[config.mk]
export PLATFORM = sky130hd
export DESIGN_NAME = key_value_header_deframer_flat
export DESIGN_NICKNAME = d
export VERILOG_FILES = /design/src/sv/kvhd_pkg.sv /design/src/sv/kvhd_ifs.sv /design/src/sv/kvhd_in_reg.sv /design/src/sv/kvhd_tagger.sv /design/src/sv/kvhd_out_reg.sv /design/src/sv/key_value_header_deframer.sv /design/src/flat_wrapper.sv
export SDC_FILE = /design/constraint.sdc
export NUM_CORES = 1
export LEC_CHECK = 0
export BUFFER_PORTS_ARGS = -buffer_cell sky130_fd_sc_hd__buf_2
export CAP_MARGIN = 40
export CORE_MARGIN = 3
export CORE_UTILIZATION = 34
export CTS_BUF_LIST = sky130_fd_sc_hd__clkbuf_16
export DETAILED_ROUTE_END_ITERATION = 8
export REMOVE_ABC_BUFFERS = 1
export SETUP_SLACK_MARGIN = 0.4
export SYNTH_ARGS = -nofsm -noshare
export SYNTH_HDL_FRONTEND = slang
export SYNTH_SLANG_ARGS = --single-unit
[constraint.sdc]
create_clock -name clock -period 2.08 [get_ports clock]
set_clock_uncertainty 0.15 [all_clocks]
set_input_delay 0.312 -clock clock [delete_from_list [all_inputs] [get_ports clock]]
set_output_delay 0.312 -clock clock [all_outputs]
set_load 0.1 [all_outputs]
[src/sv/kvhd_pkg.sv]
`timescale 1ns / 1ps

package kvhd_pkg;

   localparam int DATA_W  = 8;
   localparam int KIND_W  = 3;
   localparam int PHASE_W = 3;

   // phase codes
   localparam logic [PHASE_W-1:0] PH_KEYLEN = 3'd0;
   localparam logic [PHASE_W-1:0] PH_KEY    = 3'd1;
   localparam logic [PHASE_W-1:0] PH_VALLEN = 3'd2;
   localparam logic [PHASE_W-1:0] PH_VAL    = 3'd3;
   localparam logic [PHASE_W-1:0] PH_PAY    = 3'd4;

   // byte kind codes
   localparam logic [KIND_W-1:0] KIND_KEYLEN = 3'd0;
   localparam logic [KIND_W-1:0] KIND_KEY    = 3'd1;
   localparam logic [KIND_W-1:0] KIND_VALLEN = 3'd2;
   localparam logic [KIND_W-1:0] KIND_VAL    = 3'd3;
   localparam logic [KIND_W-1:0] KIND_END    = 3'd4;
   localparam logic [KIND_W-1:0] KIND_PAY    = 3'd5;

   localparam logic [DATA_W-1:0] HDR_TERMINATOR = 8'd0;

   typedef struct packed {
      logic [DATA_W-1:0] data_byte;
      logic              last_byte;
   } req_item_type;

   typedef struct packed {
      logic [KIND_W-1:0] byte_kind;
      logic [DATA_W-1:0] byte_value;
      logic              field_done;
      logic              message_done;
      logic              truncated;
   } rsp_item_type;

endpackage

[src/sv/kvhd_ifs.sv]
`timescale 1ns / 1ps

interface kvhd_req_if
   import kvhd_pkg::*;
   ();
   logic              valid;
   logic              ready;
   logic [DATA_W-1:0] data_byte;
   logic              last_byte;

   modport source (output valid, output data_byte, output last_byte, input ready);
   modport sink   (input valid, input data_byte, input last_byte, output ready);
endinterface

interface kvhd_rsp_if
   import kvhd_pkg::*;
   ();
   logic              valid;
   logic              ready;
   logic [KIND_W-1:0] byte_kind;
   logic [DATA_W-1:0] byte_value;
   logic              field_done;
   logic              message_done;
   logic              truncated;

   modport source (output valid, output byte_kind, output byte_value, output field_done,
                   output message_done, output truncated, input ready);
   modport sink   (input valid, input byte_kind, input byte_value, input field_done,
                   input message_done, input truncated, output ready);
endinterface

[src/sv/kvhd_in_reg.sv]
`timescale 1ns / 1ps

module kvhd_in_reg
   import kvhd_pkg::*;
(
   input  logic         clock,
   input  logic         reset,
   input  logic         in_valid,
   output logic         in_ready,
   input  req_item_type in_item,
   output logic         hold_valid,
   output req_item_type hold_item,
   input  logic         advance
);

   logic         valid_ff;
   logic         valid_in;
   req_item_type item_ff;
   logic         take;

   assign in_ready = !valid_ff || advance;
   assign take     = in_valid && in_ready;
   assign valid_in = take || (valid_ff && !advance);

   always_ff @(posedge clock) begin
      if (reset) begin
         valid_ff <= 1'b0;
      end else begin
         valid_ff <= valid_in;
      end
   end

   always_ff @(posedge clock) begin
      if (take) begin
         item_ff <= in_item;
      end
   end

   assign hold_valid = valid_ff;
   assign hold_item  = item_ff;

endmodule

[src/sv/kvhd_tagger.sv]
`timescale 1ns / 1ps

module kvhd_tagger
   import kvhd_pkg::*;
(
   input  logic         clock,
   input  logic         reset,
   input  req_item_type item,
   input  logic         advance,
   output rsp_item_type result
);

   logic [PHASE_W-1:0] phase_ff;
   logic [PHASE_W-1:0] phase_in;
   logic [DATA_W-1:0]  left_ff;
   logic [DATA_W-1:0]  left_in;
   logic [PHASE_W-1:0] phase_step;
   logic [DATA_W-1:0]  left_step;
   logic [DATA_W-1:0]  left_dec;
   logic [KIND_W-1:0]  kind;
   logic               done;
   logic               trunc;

   assign left_dec = left_ff - 8'd1;

   always_comb begin
      phase_step = phase_ff;
      left_step  = left_ff;
      kind       = KIND_KEYLEN;
      done       = 1'b0;
      unique case (phase_ff)
         PH_KEY: begin
            kind      = KIND_KEY;
            left_step = left_dec;
            if (left_dec == '0) begin
               done       = 1'b1;
               phase_step = PH_VALLEN;
            end
         end
         PH_VALLEN: begin
            kind = KIND_VALLEN;
            if (item.data_byte == '0) begin
               // empty value completes on its length byte
               done       = 1'b1;
               phase_step = PH_KEYLEN;
            end else begin
               left_step  = item.data_byte;
               phase_step = PH_VAL;
            end
         end
         PH_VAL: begin
            kind      = KIND_VAL;
            left_step = left_dec;
            if (left_dec == '0) begin
               done       = 1'b1;
               phase_step = PH_KEYLEN;
            end
         end
         PH_PAY: begin
            kind = KIND_PAY;
         end
         default: begin
            // expect key length, also for the unused codes
            if (item.data_byte == HDR_TERMINATOR) begin
               kind       = KIND_END;
               phase_step = PH_PAY;
            end else begin
               kind       = KIND_KEYLEN;
               left_step  = item.data_byte;
               phase_step = PH_KEY;
            end
         end
      endcase
   end

   assign trunc = item.last_byte &&
                  (phase_step == PH_KEY || phase_step == PH_VALLEN || phase_step == PH_VAL);

   always_comb begin
      phase_in = phase_ff;
      left_in  = left_ff;
      if (advance) begin
         if (item.last_byte) begin
            phase_in = PH_KEYLEN;
            left_in  = '0;
         end else begin
            phase_in = phase_step;
            left_in  = left_step;
         end
      end
   end

   always_ff @(posedge clock) begin
      if (reset) begin
         phase_ff <= PH_KEYLEN;
         left_ff  <= '0;
      end else begin
         phase_ff <= phase_in;
         left_ff  <= left_in;
      end
   end

   assign result.byte_kind    = kind;
   assign result.byte_value   = item.data_byte;
   assign result.field_done   = done;
   assign result.message_done = item.last_byte;
   assign result.truncated    = trunc;

endmodule

[src/sv/kvhd_out_reg.sv]
`timescale 1ns / 1ps

module kvhd_out_reg
   import kvhd_pkg::*;
(
   input  logic         clock,
   input  logic         reset,
   input  logic         load,
   input  rsp_item_type load_item,
   output logic         space,
   output logic         out_valid,
   input  logic         out_ready,
   output rsp_item_type out_item
);

   logic         valid_ff;
   logic         valid_in;
   rsp_item_type item_ff;

   assign space    = !valid_ff || out_ready;
   assign valid_in = load || (valid_ff && !out_ready);

   always_ff @(posedge clock) begin
      if (reset) begin
         valid_ff <= 1'b0;
      end else begin
         valid_ff <= valid_in;
      end
   end

   always_ff @(posedge clock) begin
      if (load) begin
         item_ff <= load_item;
      end
   end

   assign out_valid = valid_ff;
   assign out_item  = item_ff;

endmodule

[src/sv/key_value_header_deframer.sv]
`timescale 1ns / 1ps
// each byte is held in the input register, then tagged and loaded into the output register,
// which offers its result; a result waiting there can hold the next byte back
// throughput: 1 byte per cycle while results are taken, set by the phase update in the tagger
// while a finished result waits in the output register the input register still takes
// one byte, then holds off the sender until the result goes
// reset (synchronous, active high) empties both registers and sets the phase to expect key length

module key_value_header_deframer
   import kvhd_pkg::*;
(
   input  logic      clock,
   input  logic      reset,
   kvhd_req_if.sink  req_chan,
   kvhd_rsp_if.source rsp_chan
);

   // input side bundled into one item
   req_item_type req_item;
   req_item_type hold_item;
   logic         hold_valid;

   // tag for the byte waiting in the input register
   rsp_item_type tag_item;
   rsp_item_type out_item;

   // handshake between the two registers
   logic advance;
   logic out_space;
   logic out_valid;

   assign req_item.data_byte = req_chan.data_byte;
   assign req_item.last_byte = req_chan.last_byte;

   // a byte moves on when the output register is free or is being emptied this cycle
   assign advance = hold_valid && out_space;

   kvhd_in_reg u_in_reg (
      .clock      (clock),
      .reset      (reset),
      .in_valid   (req_chan.valid),
      .in_ready   (req_chan.ready),
      .in_item    (req_item),
      .hold_valid (hold_valid),
      .hold_item  (hold_item),
      .advance    (advance)
   );

   // phase and remaining-count state, stepped once per byte that moves on
   kvhd_tagger u_tagger (
      .clock   (clock),
      .reset   (reset),
      .item    (hold_item),
      .advance (advance),
      .result  (tag_item)
   );

   kvhd_out_reg u_out_reg (
      .clock     (clock),
      .reset     (reset),
      .load      (advance),
      .load_item (tag_item),
      .space     (out_space),
      .out_valid (out_valid),
      .out_ready (rsp_chan.ready),
      .out_item  (out_item)
   );

   // result transfer
   assign rsp_chan.valid        = out_valid;
   assign rsp_chan.byte_kind    = out_item.byte_kind;
   assign rsp_chan.byte_value   = out_item.byte_value;
   assign rsp_chan.field_done   = out_item.field_done;
   assign rsp_chan.message_done = out_item.message_done;
   assign rsp_chan.truncated    = out_item.truncated;

endmodule

[src/flat_wrapper.sv]
// flat-port wrapper written by rule: the top's interface ports become plain ports
module key_value_header_deframer_flat import kvhd_pkg::*;
  (clock, reset, req_chan_valid, req_chan_data_byte, req_chan_last_byte, req_chan_ready, rsp_chan_valid, rsp_chan_byte_kind, rsp_chan_byte_value, rsp_chan_field_done, rsp_chan_message_done, rsp_chan_truncated, rsp_chan_ready);
  kvhd_req_if req_chan_i ();
  kvhd_rsp_if rsp_chan_i ();
  input  logic clock;
  input  logic reset;
  input wire logic [$bits(req_chan_i.valid)-1:0] req_chan_valid;
  input wire logic [$bits(req_chan_i.data_byte)-1:0] req_chan_data_byte;
  input wire logic [$bits(req_chan_i.last_byte)-1:0] req_chan_last_byte;
  output wire logic [$bits(req_chan_i.ready)-1:0] req_chan_ready;
  output wire logic [$bits(rsp_chan_i.valid)-1:0] rsp_chan_valid;
  output wire logic [$bits(rsp_chan_i.byte_kind)-1:0] rsp_chan_byte_kind;
  output wire logic [$bits(rsp_chan_i.byte_value)-1:0] rsp_chan_byte_value;
  output wire logic [$bits(rsp_chan_i.field_done)-1:0] rsp_chan_field_done;
  output wire logic [$bits(rsp_chan_i.message_done)-1:0] rsp_chan_message_done;
  output wire logic [$bits(rsp_chan_i.truncated)-1:0] rsp_chan_truncated;
  input wire logic [$bits(rsp_chan_i.ready)-1:0] rsp_chan_ready;
  assign req_chan_i.valid = req_chan_valid;
  assign req_chan_i.data_byte = req_chan_data_byte;
  assign req_chan_i.last_byte = req_chan_last_byte;
  assign req_chan_ready = req_chan_i.ready;
  assign rsp_chan_valid = rsp_chan_i.valid;
  assign rsp_chan_byte_kind = rsp_chan_i.byte_kind;
  assign rsp_chan_byte_value = rsp_chan_i.byte_value;
  assign rsp_chan_field_done = rsp_chan_i.field_done;
  assign rsp_chan_message_done = rsp_chan_i.message_done;
  assign rsp_chan_truncated = rsp_chan_i.truncated;
  assign rsp_chan_i.ready = rsp_chan_ready;
  key_value_header_deframer u_core (.clock(clock), .reset(reset), .req_chan(req_chan_i), .rsp_chan(rsp_chan_i));
endmodule
==> After elaboration in Yosys (flattened, before gate mapping) <==
Cells that the tools add are included.
{ "classes": {"addsub": 1, "multipliers": 0, "div": 0, "n_lt_le_gt_ge": 0, "n_eq_ne": 9, "shifts": 0, "muxes": 14, "bitwise_logic": 0, "reduce_logical": 19} }
{ "ops": {"columns": ["cell", "count"], "rows": [
  ["3-bit case mux with 4 select lines", 2],
  ["8-bit logical NOT", 2],
  ["8-bit two-way mux", 2],
  ["8-bit case mux with 2 select lines", 1],
  ["3-bit two-way mux", 5],
  ["3-bit by 2-bit == test with 1-bit output, second input constant", 4],
  ["8-bit by 1-bit subtractor with 8-bit output, second input constant", 1],
  ["3-bit by 1-bit == test with 1-bit output, second input constant", 2],
  ["1-bit logical OR", 6],
  ["1-bit logical AND", 5],
  ["1-bit logical NOT", 4],
  ["3-bit == test, second input constant", 1],
  ["3-bit by 2-bit != test with 1-bit output, second input constant", 1],
  ["3-bit AND reduction", 1],
  ["1-bit two-way mux", 2],
  ["2-bit two-way mux", 1],
  ["2-bit by 1-bit != test with 1-bit output, second input constant", 1],
  ["1-bit case mux with 2 select lines", 1],
  ["2-bit OR reduction", 1]
]} }
{ "totals": {"ff_bits": 36, "latch_bits": 0, "ramBits": 0, "mem_bits_ro": 0, "input_bits": 13, "out_inout_bits": 16, "mem_count": 0} }

==> Longest topological paths before layout <==
Gate-level depths: netlist of the first run.
{ "logic_depth": {"ltp_word": 8, "depth_mapped": 7} }

==> Hierarchy <==
From an unflattened synthesis of the first run, not the netlist that was laid out.
{ "hier_totals": {"hier_cells": 168, "area_unflattened_um2": 1846.8} }
{ "modules_own_cells": {"columns": ["mod", "n_inst", "cells_per_inst", "area_per_inst_um2", "seq_area_each_um2"], "rows": [
  ["kvhd_tagger", 1, 135, 1048.5, 220.2],
  ["kvhd_out_reg", 1, 18, 466.7, 440.4],
  ["kvhd_in_reg", 1, 14, 325.3, 290.3],
  ["key_value_header_deframer", 1, 1, 6.3, 0.0]
]} }

==> Least setup slack after synthesis of the first run <==
Ideal clock, no wire load.
{ "synth_timing": {"path_type": "reg2reg", "from": "reg u_core.u_out_reg.valid_ff (netlist: u_core.u_out_reg.out_valid)", "to": "reg u_core.u_in_reg.item_ff, in the netlist u_core.u_in_reg.hold_item[0] (enable)", "t_arrival_ps": 2317, "required_time_ps": 1645, "path_slack_ps": -672, "path_stages_with_launch": 4, "path_cell_list": "dfxtp_1 nor2b_1 nand2_1 and2_1"} }
{ "synth_via": {"elab_chain_cells": 5} }
{ "synth_rtl": {"columns": ["item", "line_no", "rtl"], "rows": [
  ["start: declaration", "kvhd_out_reg.sv:16", "logic valid_ff;"],
  ["start signal: assignment", "kvhd_out_reg.sv:27", "valid_ff <= valid_in;"],
  ["1-bit logical NOT", "kvhd_out_reg.sv:20", "assign space = !valid_ff || out_ready;"],
  ["1-bit logical OR", "kvhd_out_reg.sv:20", null],
  ["1-bit logical AND", "key_value_header_deframer.sv:36", "assign advance = hold_valid && out_space;"],
  ["1-bit logical OR", "kvhd_in_reg.sv:21", "assign in_ready = !valid_ff || advance;"],
  ["named net req_chan_ready", "flat_wrapper.sv:11", "output wire logic [$bits(req_chan_i.ready)-1:0] req_chan_ready;"],
  ["1-bit logical AND", "kvhd_in_reg.sv:22", "assign take = in_valid && in_ready;"],
  ["named net u_core.u_in_reg.take", "kvhd_in_reg.sv:19", "logic take;"],
  ["end signal: assignment", "kvhd_in_reg.sv:35", "item_ff <= in_item;"],
  ["end: declaration", "kvhd_in_reg.sv:18", "req_item_type item_ff;"]
]} }
The timed path passes the listed nets, and every way through them passes these cells.
A chain may end at the register's enable or synchronous reset.

==> Final worst setup path of the first run <==
{ "layout_timing": {"from": "reg u_core.u_in_reg.item_ff, in the netlist u_core.u_in_reg.hold_item[2]", "to": "reg u_core.u_tagger.left_ff[0]"} }
{ "layout_via": {"elab_chain_cells": 3} }
{ "layout_rtl": {"columns": ["item", "line_no", "rtl"], "rows": [
  ["8-bit logical NOT", "kvhd_tagger.sv:42, kvhd_tagger.sv:64", null],
  ["3-bit by 2-bit != test with 1-bit output (no source line)", null, null],
  ["3-bit AND reduction (no source line)", null, null],
  ["end signal: assignment", "kvhd_tagger.sv:99", "left_ff <= left_in;"],
  ["end: declaration", "kvhd_tagger.sv:15", "logic [DATA_W-1:0] left_ff;"]
]} }
Every way passes these cells.

==> run metrics, run 1 <==
Worst Hold End u_core.u_in_reg.hold_item[1]; first-pass GRT wire length between 6000 and 7000 um; Yosys top cell by area edfxtp_1; fill count 451; fmax between 400 and 500 MHz; Pwr Density roughly 800 mW/mm^2; r2r setup slk 0.02 ns; Root Driver clkbuf_16; RD Place Congestion 0.749; maximum clock path buffer count 2; Initial Util 35.5%; Worst-Skew Late Latency 0.28 ns; count leader, synth edfxtp_1; footprint of the multi-input gates 798 sq um; Peak VDD IR 0.000626 V; post-DP HPWL 2660 um; CP endpoint kind register; Clock H-tree levels 2; RSZ-0062 raised after global routing true; post-synthesis sequential area ratio 55.9%; RR Startpoint u_core.u_in_reg.hold_item[2]; IO Port Bufs 28; Reg2Reg Depth 6; post-place setup slack -0.0129 ns; worst hold path type input port to register; Unique masters post-synth 44; row count 25; Reg power frac between 40 and 50%; # setup viols final 0; post-synth top area share roughly 41%; synthesized area roughly 0.0017 sq mm; Clk pin slew, worst setup/hold paths 0.06 ns; slew margin rel. 67.5%; # IOs 29; die area 0.00589 sq mm; Hold Startpoint req_chan_data_byte[0]; synth-to-layout area growth 37.3%; Sequential cell area around 950 sq um; Die W around 77 um; vias 1432; Req. time, crit path between 2 and 2.5 ns; DRC 0; Initial DRC Count 63; TritonCTS Sinks 36; MaxCap Viol Count 0; worst hold stages 1; outcome finished clean; total power 1.84 mW; max-slew violations 0; Commonest cells post-synth edfxtp_1 (23), nor2_1 (17), nand2_1 (16); nets@finish between 200 and 250; Psw roughly 510 uW; antenna viol nets, final 0; cell internal pwr 1.34 mW; CP Class register to register; vias in the first global route ~1.4k; core footprint roughly 0.0048 sq mm; Reg2Reg Capture Point u_core.u_tagger.left_ff[0]; crit path max fanout 5; layout cells sized above 1 around 41%; Pleak 0.887 nW; Synth Instances 160; crit share post-route 98.9%; Logic pwr share 16.0%; TritonRoute pass-1 iters 4; worst path arrival time 2.12 ns; worst setup margin 0.0228 ns; placed inst area 0.00202 sq mm; grt ovf 0; Die Ht 76.7 um; Syn Area/Cell between 10 and 15 sq um; CTS tree yes; DR WL/cell 14.1 um; Post-synth EDFFs 23; kind of start point of the critical path register; initial antenna violation count 0; Ys Warns 0; Least-Margin Pin Slew between 0.4 and 0.5 ns; Tot GR Track Use 13.7%; Final Hold Vio Count 0; final instance area approximately 0.0023 sq mm; number of diodes 0; Avg Vias per Cell 5.10; Final Routed Wirelength 3960 um; pin count of the biggest net entering global routing 14; fin crit period about 2.1 ns; ys flop type edfxtp_1; Synth area leaders edfxtp_1 (41%), dfxtp_1 (15%), nor2_1 (3.8%); sw frac 27.5%; TritonCTS buffer count 5; #FFs+latches synth 36; Clk network pwr share 39.8%; Post-synth ARST share 0%
==> worst max-delay path: stages, from the launching register on <==
cell	delay [ns]
edfxtp_1	0.38
or4_4	0.59
o31ai_4	0.29
buf_4	0.16
a31o_4	0.19
o21ai_1	0.09
a21oi_2	0.13
==> layer usage <==
metal	wire length (um)	vias to the layer above	GRT usage, %
li1	-	697	-
met1	1770	696	16.5
met2	2010	34	24.0
met3	145	5	3.40
met4	34	0	4.17
met5	0	-	0
==> final cells by class <==
type                    count  share of cell area, %
multi-input cells         112                   34.2
clock inverters             3                   1.02
repair buffers             52                   13.8
inverters                   6                   1.13
well taps                  67                   3.59
clock buffers               5                   5.36
flip-flops and latches     36                   40.9
==> sequential cells by signal, indices dropped and copies added (netlist names) <==
register	count
u_core.u_out_reg.out_item	14
u_core.u_in_reg.hold_item	9
u_core.u_tagger.left_ff	8
u_core.u_tagger.phase_ff	3
u_core.u_in_reg.hold_valid	1
u_core.u_out_reg.out_valid	1
==> kinds of logic (layout without fill, tap and decap cells) <==
logic type | after synthesis | in the layout | synth area share, %
adders and majority gates | 2 | 2 | 1.47
buffers and inverters | 13 | 66 | 3.83
xor gates and xnor gates | 2 | 2 | 1.03
DFF | 36 | 36 | 55.9
and+or+nand+nor | 66 | 66 | 21.0
muxes | 2 | 2 | 1.18
AOI/OAI and AO/OA | 39 | 40 | 15.5
==> power groups by stage <==
| stage | Combinational, mW | Sequential (mW) | Clock, mW |
|---|---|---|---|
| 6_report | 0.295 | 0.815 | 0.733 |
| 3_3_place_gp | 0.259 | 0.829 | 0 |
| 2_1_floorplan | 0.0903 | 0.922 | 0 |
| 3_5_place_dp | 0.260 | 0.830 | 0 |
| 4_1_cts | 0.281 | 0.815 | 0.744 |
| 5_1_grt | 0.317 | 0.818 | 0.782 |
==> worst max-delay path by stage <==
stage                                  from  slack (ns)  cells after the start                           end
3_5_place_dp   u_core.u_in_reg.hold_item[5]       -0.01                      5    u_core.u_tagger.left_ff[1]
2_1_floorplan    u_core.u_out_reg.out_valid       -0.67                      3  u_core.u_in_reg.hold_item[0]
3_3_place_gp   u_core.u_in_reg.hold_item[5]        0.04                      5    u_core.u_tagger.left_ff[1]
6_report       u_core.u_in_reg.hold_item[2]        0.02                      6    u_core.u_tagger.left_ff[0]
4_1_cts        u_core.u_in_reg.hold_item[7]        0.07                      6    u_core.u_tagger.left_ff[0]
5_1_grt        u_core.u_in_reg.hold_item[2]       -0.05                      6    u_core.u_tagger.left_ff[3]
==> per-stage QoR <==
step | util [%] | hold WS, ns | cells | setup TNS, ns
2_1_floorplan | - | 0.224 | 153 | -6.23
3_3_place_gp | 42.1 | 0.318 | 266 | 0
3_5_place_dp | 42.1 | 0.330 | 266 | -0.0240
4_1_cts | 47.5 | 0.0498 | 278 | 0
5_1_grt | 48.8 | 0.0478 | 281 | -0.241
6_report | 48.8 | 0.0545 | 281 | 0
==> layout by cell type (no fill, tap or decap), types with 2 or more instances in the layout <==
cell	netlist	routed
buf_2	1	27
buf_4	0	25
edfxtp_1	23	23
nor2_1	17	16
nand2_1	16	15
dfxtp_1	13	12
a21oi_1	12	8
nand2b_1	5	5
o21ai_0	6	5
a21oi_2	1	5
clkbuf_16	0	5
or3_1	4	4
clkinvlp_4	0	3
nand3_1	5	3
or4_4	3	3
o31ai_1	3	3
inv_2	0	2
nor2b_1	3	2
nand3b_1	2	2
o21ai_1	1	2
inv_1	5	2
nand3_2	0	2
o211ai_1	2	2
a31o_4	0	2
mux2i_1	2	2
xor2_1	2	2
or4_1	2	2
and3_1	2	2
a21o_1	2	2
nor4_1	2	2
a31oi_1	2	2
==> repair_timing <==
action                                  CTS  global route
gates cloned                              1             0
gates resized for setup                  16            11
pin swaps                                10            11
buffers inserted                          3             3
hold buffers                              0             0
endpoints found under the hold margin     0             0
endpoints found under the setup margin   15            23
Power figures use the tool's default switching activity.
==> inputs of run 2 (changes only) <==
--- a/config.mk
+++ b/config.mk
@@ -5,6 +5,7 @@
 export SDC_FILE = /design/constraint.sdc
 export NUM_CORES = 1
 export LEC_CHECK = 0
+export ABC_AREA = 1
 export BUFFER_PORTS_ARGS = -buffer_cell sky130_fd_sc_hd__buf_2
 export CAP_MARGIN = 40
 export CORE_MARGIN = 3
@@ -13,6 +14,8 @@
 export DETAILED_ROUTE_END_ITERATION = 8
 export REMOVE_ABC_BUFFERS = 1
 export SETUP_SLACK_MARGIN = 0.4
+export SKIP_CTS_REPAIR_TIMING = 1
 export SYNTH_ARGS = -nofsm -noshare
 export SYNTH_HDL_FRONTEND = slang
 export SYNTH_SLANG_ARGS = --single-unit
+export TNS_END_PERCENT = 100
==> run metrics, run 2 <==
#FFs+latches synth 36; Peak VDD IR 0.000502 V; fill count 450; r2r setup slk approximately 0.15 ns; CTS tree yes; Pleak about 0.9 nW; # setup viols final 0; Clock H-tree levels 2; row count 24; Commonest cells post-synth nand2_1 (42), edfxtp_1 (23), inv_1 (22); worst path arrival time 1.81 ns; MaxCap Viol Count 0; Final Hold Vio Count 0; RD Place Congestion 0.843; layout cells sized above 1 around two fifths; most frequent cells in the layout nand2_1 (35), buf_2 (28), edfxtp_1 (23), inv_1 (16), nor2_1 (16); Post-synth EDFFs 23; Initial DRC Count 60; Root Driver clkbuf_16; post-synth top area share 41.2%; critical-path cell list inv_2 > ha_4 > nand2_2 > nand2_1 > nand2_1 > nor2_1 > nand2_1 > nor2_2 > nand2_2 > nand2_2 > nand3_2 > inv_2 > a21oi_2; antenna viol nets, final 0; RR Startpoint u_core.u_tagger.left_ff[0]; nets@finish 239; most common cell after layout, fill and taps aside nand2_1; vias in the first global route 1287; fmax 517 MHz; slew margin rel. 67.4%; Ys Warns 0; Tot GR Track Use 12.7%; IO Port Bufs 28; Synth area leaders edfxtp_1 (41%), dfxtp_1 (16%), nand2_1 (9.4%); Post-synth ARST share 0%; dpl cells 272; outcome finished clean; Crit. Startpoint u_core.u_tagger.left_ff[0]; worst hold path type input port to register; Avg Vias per Cell about 4.7; TritonCTS buffer count 5; synthesized area 0.00168 sq mm; grt ovf 0; Least-Margin Pin Slew slightly below 0.5 ns; Finished Layout Cells 290; Die W ~76 um; count leader, synth nand2_1; TritonCTS Sinks 36; die area 0.00581 sq mm; Synth Instances 180; pin count of the biggest net entering global routing 15; Die Ht around 76 um; DR WL/cell 12.6 um; Hold Startpoint req_chan_data_byte[2]; CP endpoint kind register; Syn Area/Cell 9.32 sq um; Max stage delay on crit path 0.33 ns; first-pass GRT wire length 5790 um; WP buf/inv 2; crit path max fanout 6; Pwr Density 843 mW/mm^2; Reg2Reg Capture Point u_core.u_out_reg.out_item[0]; Clk pin slew, worst setup/hold paths 0.06 ns; Unique masters post-synth 28; vias about 1.4k; Crit path max-delay family simple AND/OR/NAND/NOR gates; DRC 0; Final Routed Wirelength around 3700 um; Yosys top cell by area edfxtp_1; Critical Path Slowest Stage Cell dfxtp_2; max-slew violations 0; worst hold stages 1; core footprint 0.00456 sq mm; post-synthesis sequential area ratio 56.7%; Final Util between 40% and 50%; TritonRoute pass-1 iters 4; maximum clock path buffer count 2; synth-to-layout area growth 31.0%; Reg2Reg Depth 13; initial antenna violation count 0; post-route setup TNS 0 ns; Worst Hold End u_core.u_in_reg.hold_item[3]; crit share post-route between 90% and 100%; Largest register FFs 14; # IOs 29; RSZ-0062 raised after global routing true; Initial Util ~37%; Req. time, crit path slightly below 2 ns; Worst-Skew Late Latency 0.28 ns; ys flop type edfxtp_1; kind of start point of the critical path register; CP Class register to register; fin crit period 1.93 ns; post-DP HPWL 2450 um; number of diodes 0
==> run 2: changes by cell type after synthesis, sizes merged, moves of 5 or more <==
cell	change
nand2	+31
inv	+19
nand3	+5
or4	-5
nand2b	-5
nor2	+7
==> run 2: logic make-up (layout without fill, tap and decap cells) <==
| group | count (synthesis) | in the layout | share of synthesized area [%] |
|---|---|---|---|
| buffers and inverters | 27 | 72 | 7.23 |
| adders and majority gates | 2 | 2 | 1.49 |
| xor gates and xnor gates | 1 | 1 | 0.522 |
| DFF | 36 | 36 | 56.7 |
| AOI/OAI and AO/OA | 27 | 27 | 11.0 |
| and+or+nand+nor | 87 | 87 | 23.0 |
==> run 2: final cells by class <==
type	count	area (sq um)	area share, %
Inverter	24	97.6	4.44
Clock inverter	3	18.8	0.854
Timing Repair Buffer	40	250	11.4
Sequential cell	36	955	43.4
Clock buffer	5	125	5.69
Multi-Input combinational cell	117	671	30.5
Tap cell	65	81.3	3.70
==> run 2: layer usage <==
metal,share of wire [%],up-vias,GRT usage (%)
met3,3.7,8,3.19
met2,51,26,21.0
met4,2.0,0,7.07
li1,-,686,-
met1,44,641,14.9
met5,0,-,0
==> run 2: where the power goes <==
group / total [mW] / switching, mW / internal, mW
sequential: 0.819 / 0.0204 / 0.799
combinational: 0.307 / 0.219 / 0.0876
clock: 0.726 / 0.288 / 0.439
total: 1.85 / 0.527 / 1.32
==> run 2: stage by stage <==
stage | instance area [sq um] | total power, mW | hold WS [ns] | setup slack [ns]
after global placement | 1880 | 1.10 | 0.290 | 0.149
after CTS | 2030 | 1.82 | 0.0502 | 0.0786
final | 2200 | 1.85 | 0.0548 | 0.147
after detailed placement | 1880 | 1.10 | 0.305 | 0.0913
after global routing | 2200 | 1.93 | 0.0492 | 0.0489
after floorplan | 1650 | 1.04 | 0.224 | -0.755
==> run 2: how the worst max path moves through the flow <==
| stage | end | slack (ns) | depth (start not counted) |
|---|---|---|---|
| 2_1_floorplan | u_core.u_in_reg.hold_item[0] | -0.75 | 3 |
| 3_3_place_gp | u_core.u_out_reg.out_item[0] | 0.15 | 13 |
| 3_5_place_dp | u_core.u_out_reg.out_item[0] | 0.09 | 13 |
| 4_1_cts | u_core.u_out_reg.out_item[0] | 0.08 | 13 |
| 5_1_grt | u_core.u_out_reg.out_item[0] | 0.05 | 13 |
| 6_report | u_core.u_out_reg.out_item[0] | 0.15 | 13 |
